--- config.mk ---
export PLATFORM = sky130hd
export DESIGN_NAME = epsf_ctrl
export DESIGN_NICKNAME = d
export VERILOG_FILES = /design/src/hw/rtl/epsf_pkg.sv /design/src/hw/rtl/epsf_ctrl.sv
export SDC_FILE = /design/constraint.sdc
export NUM_CORES = 1
export LEC_CHECK = 0
export CORE_MARGIN = 5
export CORE_UTILIZATION = 52
export CTS_CLUSTER_SIZE = 10
export DETAILED_ROUTE_END_ITERATION = 12
export DONT_BUFFER_PORTS = 1
export PLACE_DENSITY = 0.67
export SLEW_MARGIN = 20
export SYNTH_ARGS = -nofsm -noshare
export SYNTH_HDL_FRONTEND = slang
export SYNTH_SLANG_ARGS = --single-unit
--- constraint.sdc ---
create_clock -name clk_i -period 1.9 [get_ports clk_i]
set_input_delay 0.475 -clock clk_i [delete_from_list [all_inputs] [get_ports clk_i]]
set_output_delay 0.475 -clock clk_i [all_outputs]
set_load 0.005 [all_outputs]
--- src/hw/rtl/epsf_pkg.sv ---
`default_nettype none
package epsf_pkg;

  localparam int DefNumChannels = 2;
  localparam int DefFirTaps     = 8;
  localparam int DefCountWidth  = 16;

  localparam int CfgIdxW  = 2;
  localparam int CfgDataW = 17;

  localparam logic [CfgIdxW-1:0] RegCounterPeriod = 2'd0;
  localparam logic [CfgIdxW-1:0] RegCountsPerRev  = 2'd1;
  localparam logic [CfgIdxW-1:0] RegGearRatio     = 2'd2;

  localparam logic [16:0] RstCounterPeriod = 17'd65536;
  localparam logic [15:0] RstCountsPerRev  = 16'd1024;
  localparam logic [9:0]  RstGearRatio     = 10'd1;

  // 60000 rpm per count per ms, times 256 for the Q24.8 result.
  localparam logic [23:0] RpmScale = 24'd15360000;

  localparam int TapIdxW = 5;

  typedef struct packed {
    logic               load;
    logic               pos_mul;
    logic               pos_upd;
    logic               den1;
    logic               den2;
    logic               num1;
    logic               num2;
    logic               num3;
    logic               div_init;
    logic               div_step;
    logic               sat_push;
    logic               mul_en;
    logic               acc_en;
    logic               fir_fin;
    logic               out_load;
    logic [TapIdxW-1:0] idx;
  } epsf_cmd_t;

  typedef struct packed {
    logic elapsed_zero;
  } epsf_sts_t;

  // Q0.16 filter taps; coefficient n weights the sample n steps old.
  function automatic logic signed [16:0] fir_coef(input logic [TapIdxW-1:0] n);
    logic signed [16:0] c;
    case (n)
      5'd1:    c = 17'sd2893;
      5'd2:    c = -17'sd7440;
      5'd3:    c = 17'sd11495;
      5'd4:    c = 17'sd52429;
      5'd5:    c = 17'sd11495;
      5'd6:    c = -17'sd7440;
      5'd7:    c = 17'sd2893;
      default: c = 17'sd0;
    endcase
    return c;
  endfunction

endpackage
`default_nettype wire

--- src/hw/rtl/epsf_ctrl.sv ---
`default_nettype none
module epsf_ctrl
  import epsf_pkg::*;
#(
  parameter int FIR_TAPS = DefFirTaps
) (
  input  wire logic      clk_i,
  input  wire logic      rst_ni,
  input  wire logic      s_tvalid_i,
  output logic           s_tready_o,
  output logic           m_tvalid_o,
  input  wire logic      m_tready_i,
  input  wire epsf_sts_t sts_i,
  output epsf_cmd_t      cmd_o
);

  typedef enum logic [3:0] {
    StIdle, StPosMul, StPosAdd, StDen1, StDen2, StNum1, StNum2, StNum3,
    StDivInit, StDiv, StSat, StMac, StFin, StDone
  } state_e;

  state_e     state_q;
  logic [5:0] cnt_q;
  logic       out_valid_q;

  assign s_tready_o = (state_q == StIdle);
  assign m_tvalid_o = out_valid_q;

  always_comb begin
    cmd_o          = '0;
    cmd_o.idx      = cnt_q[TapIdxW-1:0];
    cmd_o.load     = (state_q == StIdle) && s_tvalid_i;
    cmd_o.pos_mul  = (state_q == StPosMul);
    cmd_o.pos_upd  = (state_q == StPosAdd);
    cmd_o.den1     = (state_q == StDen1);
    cmd_o.den2     = (state_q == StDen2);
    cmd_o.num1     = (state_q == StNum1);
    cmd_o.num2     = (state_q == StNum2);
    cmd_o.num3     = (state_q == StNum3);
    cmd_o.div_init = (state_q == StDivInit);
    cmd_o.div_step = (state_q == StDiv);
    cmd_o.sat_push = (state_q == StSat);
    cmd_o.mul_en   = (state_q == StMac) && (cnt_q < 6'(FIR_TAPS));
    cmd_o.acc_en   = (state_q == StMac) && (cnt_q != 6'd0);
    cmd_o.fir_fin  = (state_q == StFin);
    cmd_o.out_load = (state_q == StDone) && (!out_valid_q || m_tready_i);
  end

  always_ff @(posedge clk_i or negedge rst_ni) begin
    if (!rst_ni) begin
      state_q     <= StIdle;
      cnt_q       <= '0;
      out_valid_q <= 1'b0;
    end else begin
      if (cmd_o.out_load) begin
        out_valid_q <= 1'b1;
      end else if (out_valid_q && m_tready_i) begin
        out_valid_q <= 1'b0;
      end
      case (state_q)
        StIdle: begin
          if (s_tvalid_i) begin
            state_q <= StPosMul;
          end
        end
        StPosMul: state_q <= StPosAdd;
        StPosAdd: state_q <= sts_i.elapsed_zero ? StDone : StDen1;
        StDen1:   state_q <= StDen2;
        StDen2:   state_q <= StNum1;
        StNum1:   state_q <= StNum2;
        StNum2:   state_q <= StNum3;
        StNum3:   state_q <= StDivInit;
        StDivInit: begin
          cnt_q   <= '0;
          state_q <= StDiv;
        end
        StDiv: begin
          if (cnt_q == 6'd31) begin
            state_q <= StSat;
          end
          cnt_q <= cnt_q + 6'd1;
        end
        StSat: begin
          cnt_q   <= '0;
          state_q <= StMac;
        end
        StMac: begin
          if (cnt_q == 6'(FIR_TAPS)) begin
            state_q <= StFin;
          end
          cnt_q <= cnt_q + 6'd1;
        end
        StFin: state_q <= StDone;
        StDone: begin
          if (!out_valid_q || m_tready_i) begin
            state_q <= StIdle;
          end
        end
        default: state_q <= StIdle;
      endcase
    end
  end

  a_no_overwrite: assert property (@(posedge clk_i) disable iff (!rst_ni)
    cmd_o.out_load |-> (!out_valid_q || m_tready_i))
    else $error("result register overwritten while still pending");

  a_one_at_a_time: assert property (@(posedge clk_i) disable iff (!rst_ni)
    (s_tvalid_i && s_tready_o) |=> !s_tready_o)
    else $error("second request taken while one is in flight");

  a_div_count: assert property (@(posedge clk_i) disable iff (!rst_ni)
    (state_q == StDiv) |-> (cnt_q < 6'd32))
    else $error("divider step count out of range");

endmodule
`default_nettype wire

# Word-level counts from Yosys, hierarchy flattened
# Index checks and enable logic that the tools add are counted.
[totals]
reg_bits = 11
input_bits = 5
output_inout_bits = 22
[classes]
n_addsub = 1
order_cmp = 1
eq_ne = 19
muxes = 9
reduce_logical = 14
[ops]
columns = ["operator", "count"]
rows = [
  ["$pmux 4 s14", 1],
  ["$eq 4x4->1 const B", 6],
  ["$mux 4", 5],
  ["$eq 4x3->1 const B", 4],
  ["$pmux 6 s2", 1],
  ["$eq 4x2->1 const B", 2],
  ["$add 6x1->6 const B", 1],
  ["$eq 6x4->1 const B", 1],
  ["$eq 6x5->1 const B", 1],
  ["$lt 6x4->1 const B", 1],
  ["$ne 2x1->1 const B", 3],
  ["$reduce_bool 6->1", 1],
  ["$logic_and 1x1->1", 5],
  ["$eq 4x1->1 const B", 1],
  ["$logic_not 4->1", 1],
  ["$reduce_and 4->1", 1],
  ["$reduce_bool 2->1", 2],
  ["$reduce_or 2->1", 2],
  ["$mux 1", 2],
  ["$ne 2x2->1 const B", 1],
  ["$logic_not 1->1", 1],
  ["$logic_or 1x1->1", 1],
]

# Longest topological paths before layout
# Gate-level depths: netlist of the first run.
[depth]
depth_word = 4
ltp_mapped = 6
mapped_depth_nobuf = 6

# Worst setup path before layout of the first run
# OpenSTA, ideal clock, no wires.
[synth_path]
path_type = "register -> output"
start = "register state_q[1]"
end = "output port cmd_o[19] (netlist name)"
arrival_time_ps = 1115
required_time_ps = 1425
setup_slack_ps = 310
stages_incl_launch_ff = 5
n_path_buf = 1
path_cell_list = "dfrtp_1 -> or2_1 -> buf_2 -> nor3_1 -> and2_1"
[synth_lines]
columns = ["item", "line_no", "source"]
rows = [
  ["from (decl)", "epsf_ctrl.sv:22", "state_e state_q;"],
  ["from (signal assigned)", "epsf_ctrl.sv:51", "state_q <= StIdle;"],
  ["from (signal assigned)", "epsf_ctrl.sv:63", "state_q <= StPosMul;"],
  ["from (signal assigned)", "epsf_ctrl.sv:66", "StPosMul: state_q <= StPosAdd;"],
  ["to (decl)", "epsf_ctrl.sv:14", "output epsf_cmd_t cmd_o"],
]

==> flow_metrics.env, run 1 <==
export IMPL_status="completed"
export IMPL_totalWireLength_um=1880
export IMPL_async_reset_ff_share_pct=100
export IMPL_fin_skew_ps=6.70
export IMPL_muxShareOfSynthArea_pct=2.33
export IMPL_grt_pass1_wl_um=3150
export IMPL_endpoint_kind="output port"
export IMPL_synth_xor_area_share_pct=0
export IMPL_dieArea_sq_um=2560
export IMPL_finalMaxSlewViolations=0
export IMPL_io_buffers=0
export IMPL_worstSetupStartpoint="cnt_q[5]"
export IMPL_clkSinkCount=11
export IMPL_ys_ff_latch=11
export IMPL_hpwl_um=1400
export IMPL_clk_path_buf_depth=2
export IMPL_gp_congestion=0.786
export IMPL_synth_distinct_cells=38
export IMPL_area_growth_pct=6.41
export IMPL_synth_top_family_by_area="simple AND/OR/NAND/NOR gates"
export IMPL_synthesis_area_sq_um=858
export IMPL_critPathBufInv=0
export IMPL_yosys_area_share_adder_pct=2.92
export IMPL_cp_max_fo=6
export IMPL_critPathSlowestCell="dfrtp_1"
export IMPL_grt_pass1_vias=673
export IMPL_cts_max_level=1
export IMPL_yosys_area_share_simple_pct=33.4
export IMPL_cap_violations=0
export IMPL_drive_gt1_share_pct=21.1
export IMPL_worstPathArrival_ps=1340
export IMPL_fin_area_sq_um=913
export IMPL_drc=0
export IMPL_synth_compound_area_share_pct=17.3
export IMPL_synth_nets=115
export IMPL_globalRouteTotalUtil_pct=15.5
export IMPL_ios=27
export IMPL_cp_required_ps=1420
export IMPL_synth_ff_type="dfrtp_1"
export IMPL_clk_pin_slew_ps=60
export IMPL_hold_violations=0
export IMPL_yosysWarnings=0
export IMPL_critPathLaunchType="register"
export IMPL_die_w_um=50.6
export IMPL_fmax_mhz=552
export IMPL_ant_nets=0
export IMPL_dr_pass1_iters=4
export IMPL_period_needed_ps=1810
export IMPL_synth_edff_count=0
export IMPL_seq_area_frac_synth_pct=32.1
export IMPL_setup_worst_path_class="register to output port"
export IMPL_critPathTopFamily="simple AND/OR/NAND/NOR gates"
export IMPL_die_h_um=50.6
export IMPL_place_area_sq_um=855
export IMPL_grt_max_degree=17
export IMPL_cts_inserted_buffers=3
export IMPL_antenna_cells=0
export IMPL_grt_ovfl_total=0
export IMPL_clockRootBuffer="clkbuf_4"
export IMPL_syn_inst=108
export IMPL_setup_violations=0
export IMPL_core_area_sq_um=1540
export IMPL_initial_core_util_pct=55.7
export IMPL_critPathMaxStageDelay_ps=450
export IMPL_fillers=143
export IMPL_worst_slew_pin_slew_ps=500
export IMPL_hold_class="input pin to register"
export IMPL_leakagePower_nw=0.380
export IMPL_cts_tree="yes"
export IMPL_p_per_area_nw_per_um2=1690
export IMPL_drt_iter0_markers=25
export IMPL_vias=735
export IMPL_post_cts_buffers=0
export IMPL_rsz0062_at_grt="no"
export IMPL_syn_avg_cell_area_sq_um=7.95
export IMPL_viasPerCell=5.88
export IMPL_worstPathCellList="or3_2 -> nor3_1"
export IMPL_min_from="s_tvalid_i"
export IMPL_setup_tns_ps=0
export IMPL_slew_headroom_pct=66.6
export IMPL_nets=117
export IMPL_r2r_start="state_q[1]"
export IMPL_wl_per_cell_um=15.0
export IMPL_insertion_delay_ps=260
export IMPL_rows=14
export IMPL_peakVddDrop_v=0.00111
export IMPL_min_period_over_period_pct=95.4
export IMPL_antenna_found_initial=0
per-stage QoR:
| step | utilization, % | total power (W) | setup slack [ps] | hold slack, ps | std cells |
|---|---|---|---|---|---|
| 6_report | 59.3 | 0.00154 | 88.1 | 416 | 125 |
| 5_1_grt | 59.3 | 0.00171 | 0.952 | 411 | 125 |
| 3_5_place_dp | 55.4 | 0.00135 | 270 | 180 | 120 |
| 3_3_place_gp | 55.4 | 0.00132 | 281 | 180 | 120 |
| 2_1_floorplan | - | 0.00121 | 310 | 179 | 108 |
| 4_1_cts | 58.2 | 0.00152 | 12.4 | 413 | 125 |
where the power goes:
group | switching [W] | internal [W]
logic | 0.000491 | 0.000401
clock network | 0.0000721 | 0.0000811
registers | 0.000160 | 0.000337
total | 0.000724 | 0.000819
sequential cells by signal (all words and copies together), names as in the netlist:
name        cells
state_q         4
cnt_q           6
m_tvalid_o      1
Yosys cell counts (2+ instances only):
| cell | number | area share [%] |
|---|---|---|
| o21ai_0 | 7 | 4.1 |
| nand3_1 | 2 | 1.2 |
| nand2b_1 | 4 | 2.9 |
| mux2i_1 | 2 | 2.3 |
| nand2_1 | 13 | 5.7 |
| ha_1 | 2 | 2.9 |
| o21ai_1 | 2 | 1.2 |
| nor2_1 | 12 | 5.2 |
| buf_6 | 2 | 2.6 |
| buf_4 | 5 | 4.4 |
| a21oi_1 | 6 | 3.5 |
| buf_2 | 3 | 1.7 |
| nor3_1 | 8 | 4.7 |
| nor2b_1 | 2 | 1.5 |
| dfrtp_1 | 11 | 32 |
| inv_1 | 5 | 2.2 |
routing by layer:
metal	share of wire, %	up-vias	global-route usage, %
met2	48	23	24.6
met3	7.9	2	7.10
met1	44	339	19.1
li1	-	371	-
met5	0	-	0
met4	0.64	0	3.83
worst register-to-register path, stage by stage, from the launching register on:
cell and delay [ps]:
dfrtp_2 490, or2_1 270, buf_4 160, nor4_1 300, nor2_1 90, a21o_1 160
area by class of cell:
type                       count  area [sq um]  share of cell area [%]
clock buffer                   4          26.3                    2.88
inverter                       5          18.8                    2.05
multi-input combinational     80           499                    54.7
sequential                    11           279                    30.5
tap                           16          20.0                    2.19
timing repair buffer           9          70.1                    7.67
cell usage in the layout (no fill, tap or decap), types with 4 or more instances in the layout:
| master | instances |
|---|---|
| inv_1 | 5 |
| buf_4 | 8 |
| nor3_1 | 7 |
| o21ai_0 | 7 |
| nor2_1 | 12 |
| dfrtp_1 | 8 |
| nand2_1 | 13 |
| a21oi_1 | 6 |
| nand2b_1 | 4 |
kinds of logic after synthesis:
kind of cell | count (synthesis)
simple gates | 53
compound gates | 23
buf+inv | 17
flops | 11
mux | 2
fa+ha+maj | 2
timing repair:
action                                 4_1_cts  5_1_grt
resized for setup                            2        4
setup endpoints to repair                    2        6
endpoints found under the hold margin       11        0
hold buffers                                 1        0
path summary, 6_finish.rpt:
check | endpoint | slack, ps | cells past startpoint
worst max-delay path | cmd_o[8] | 90 | 2
worst min-delay path | state_q[0] | 420 | 2
worst max register to register | state_q[2] | 330 | 5
worst min register to register | cnt_q[0] | 560 | 2
max in group asynchronous | state_q[1] | 920 | 1
min in group asynchronous | cnt_q[2] | 610 | 1
No activity file was read; power rests on OpenSTA's default activity.
==> run 2, diff against run 1 <==
CORE_UTILIZATION = 60   (was 52)
PLACE_DENSITY = 0.76   (was 0.67)
SLEW_MARGIN = default   (was 20)
==> run 2 against run 1 <==
Flip-flop and latch count did not move; global-route usage grew 2.4 points; clock-buffer cell count is the same; register-to-register slack hardly changed; routed wire length rose by 0.48%; clock power up 3%; combinational power is 2.7% higher; cell count decreased by 0.80%; worst hold slack worse by 13 ps; largest cell class unchanged; largest power group unchanged; highest routed layer unchanged.
==> flow_metrics.env, run 2 (same netlist as run 1, synthesis figures left out) <==
export IMPL_grt_ovfl_total=0
export IMPL_die_w_um=47.8
export IMPL_area_growth_pct=6.41
export IMPL_cts_tree="yes"
export IMPL_holdPathStages=2
export IMPL_critPathLaunchType="register"
export IMPL_hold_violations=0
export IMPL_reg2reg_depth=5
export IMPL_gp_congestion=0.764
export IMPL_stdcell_count=124
export IMPL_viasPerCell=5.98
export IMPL_setup_violations=0
export IMPL_reg2reg_to="state_q[0]"
export IMPL_totalWireLength_um=1880
export IMPL_rows=13
export IMPL_clk_pin_slew_ps=60
export IMPL_endpoint_kind="output port"
export IMPL_grt_max_degree=17
export IMPL_net_switching_power_w=0.000735
export IMPL_clkSinkCount=11
export IMPL_total_power_w=0.00156
export IMPL_insertion_delay_ps=270
export IMPL_peakVddDrop_v=0.000768
export IMPL_mostFrequentLayoutCells="nand2_1, nor2_1, buf_4"
export IMPL_cap_violations=0
export IMPL_largest_reg_flops=6
export IMPL_io_buffers=0
export IMPL_clockRootBuffer="clkbuf_4"
export IMPL_grt_pass1_wl_um=2870
export IMPL_period_needed_ps=1810
export IMPL_worst_slew_pin_slew_ps=505
export IMPL_drt_iter0_markers=21
export IMPL_finalMaxSlewViolations=0
export IMPL_hold_ws_ps=404
export IMPL_dieArea_sq_um=2290
export IMPL_critPathMaxStageDelay_ps=450
export IMPL_ff2ff_setup_slack_ps=330
export IMPL_grt_pass1_vias=635
export IMPL_switching_share_pct=47.3
export IMPL_globalRouteTotalUtil_pct=17.9
export IMPL_worstSetupStartpoint="cnt_q[5]"
export IMPL_rsz0062_at_grt="yes"
export IMPL_hold_class="input pin to register"
export IMPL_die_h_um=47.8
export IMPL_nets=117
export IMPL_r2r_start="cnt_q[1]"
export IMPL_core_area_sq_um=1330
export IMPL_fin_skew_ps=0.633
export IMPL_worstPathArrival_ps=1340
export IMPL_min_from="s_tvalid_i"
export IMPL_initial_core_util_pct=64.4
export IMPL_p_seq_share_pct=31.1
export IMPL_p_int_w=0.000821
export IMPL_clk_path_buf_depth=2
export IMPL_setup_worst_path_class="register to output port"
export IMPL_vias=742
export IMPL_wl_per_cell_um=15.2
export IMPL_min_to="state_q[0]"
export IMPL_critPathSlowestCell="dfrtp_2"
export IMPL_drive_gt1_share_pct=22.0
export IMPL_ant_nets=0
export IMPL_cp_max_fo=6
export IMPL_status="completed"
export IMPL_leakagePower_nw=0.378
export IMPL_combPwrFrac_pct=58.8
export IMPL_slew_headroom_pct=66.2
export IMPL_fmax_mhz=551
export IMPL_regMostFlops="cnt_q"
export IMPL_cp_required_ps=1420
export IMPL_p_per_area_nw_per_um2=1700
export IMPL_cts_max_level=1
export IMPL_antenna_cells=0
export IMPL_antenna_found_initial=0
export IMPL_post_cts_buffers=0
export IMPL_worstPathCellList="or3_2 -> nor3_1"
export IMPL_dr_pass1_iters=4
export IMPL_fillers=115
export IMPL_drc=0
export IMPL_hpwl_um=1340
export IMPL_mostFrequentLayoutCell="nand2_1"
export IMPL_clkPwrFrac_pct=10.1
export IMPL_placed_cells=119
export IMPL_min_period_over_period_pct=95.5
export IMPL_cts_inserted_buffers=3
export IMPL_ios=27
-- run 2: cell counts in the layout (fill, tap and decap cells not counted) --
No cell type changed its count.
-- run 2: critical path: cells and delay by family (launching register included) --
kind          cells  cell delay, ps
flops             1             450
simple gates      2             610
-- run 2: worst max path at each step --
| stage | depth (start not counted) | to | slack (ps) |
|---|---|---|---|
| 6_report | 2 | cmd_o[8] | 90 |
| 4_1_cts | 3 | cmd_o[19] | 20 |
| 3_3_place_gp | 4 | cmd_o[7] | 290 |
| 5_1_grt | 3 | cmd_o[19] | -9 |
| 3_5_place_dp | 4 | cmd_o[7] | 230 |
| 2_1_floorplan | 4 | cmd_o[19] | 310 |
-- run 2: per-stage QoR --
stage                     utilization, %  setup TNS, ps  area [sq um]  setup slack [ps]
after floorplan                        -              0           858               310
after global placement              64.0              0           853               286
after detailed placement            64.0              0           853               231
after CTS                           67.4              0           898              19.7
after global routing                68.5          -8.68           913             -8.68
final                               68.5              0           913              86.0
-- run 2: layer usage --
layer,track usage (%),part of all wire [%],vias to the layer above,routed length [um]
met5,0,0,-,0
met4,4.84,0.58,0,11
met3,7.14,8.9,2,167
met2,28.5,46,25,868
met1,22.5,44,344,837
li1,-,-,371,-
-- run 2: area by class of cell --
type	count	area [sq um]	area share, %
flip-flops and latches	11	280	30.7
inverters	5	18.8	2.05
multi-input cells	80	499	54.7
repair buffers	9	70.1	7.67
well taps	15	18.8	2.05
clock buffers	4	26.3	2.88
-- run 2: power groups by stage --
stage	sequential [W]	combinational (W)	clock, W
after global routing	0.000506	0.00103	0.000175
final	0.000483	0.000916	0.000157
after global placement	0.000469	0.000844	0
after floorplan	0.000442	0.000768	0
after CTS	0.000477	0.000883	0.000162
after detailed placement	0.000474	0.000863	0
-- run 2: repair_timing --
| action | CTS | global route |
|---|---|---|
| hold endpoints to repair | 11 | 0 |
| setup endpoints to repair | 2 | 3 |
| hold buffers | 1 | 0 |
| gates resized for setup | 4 | 3 |
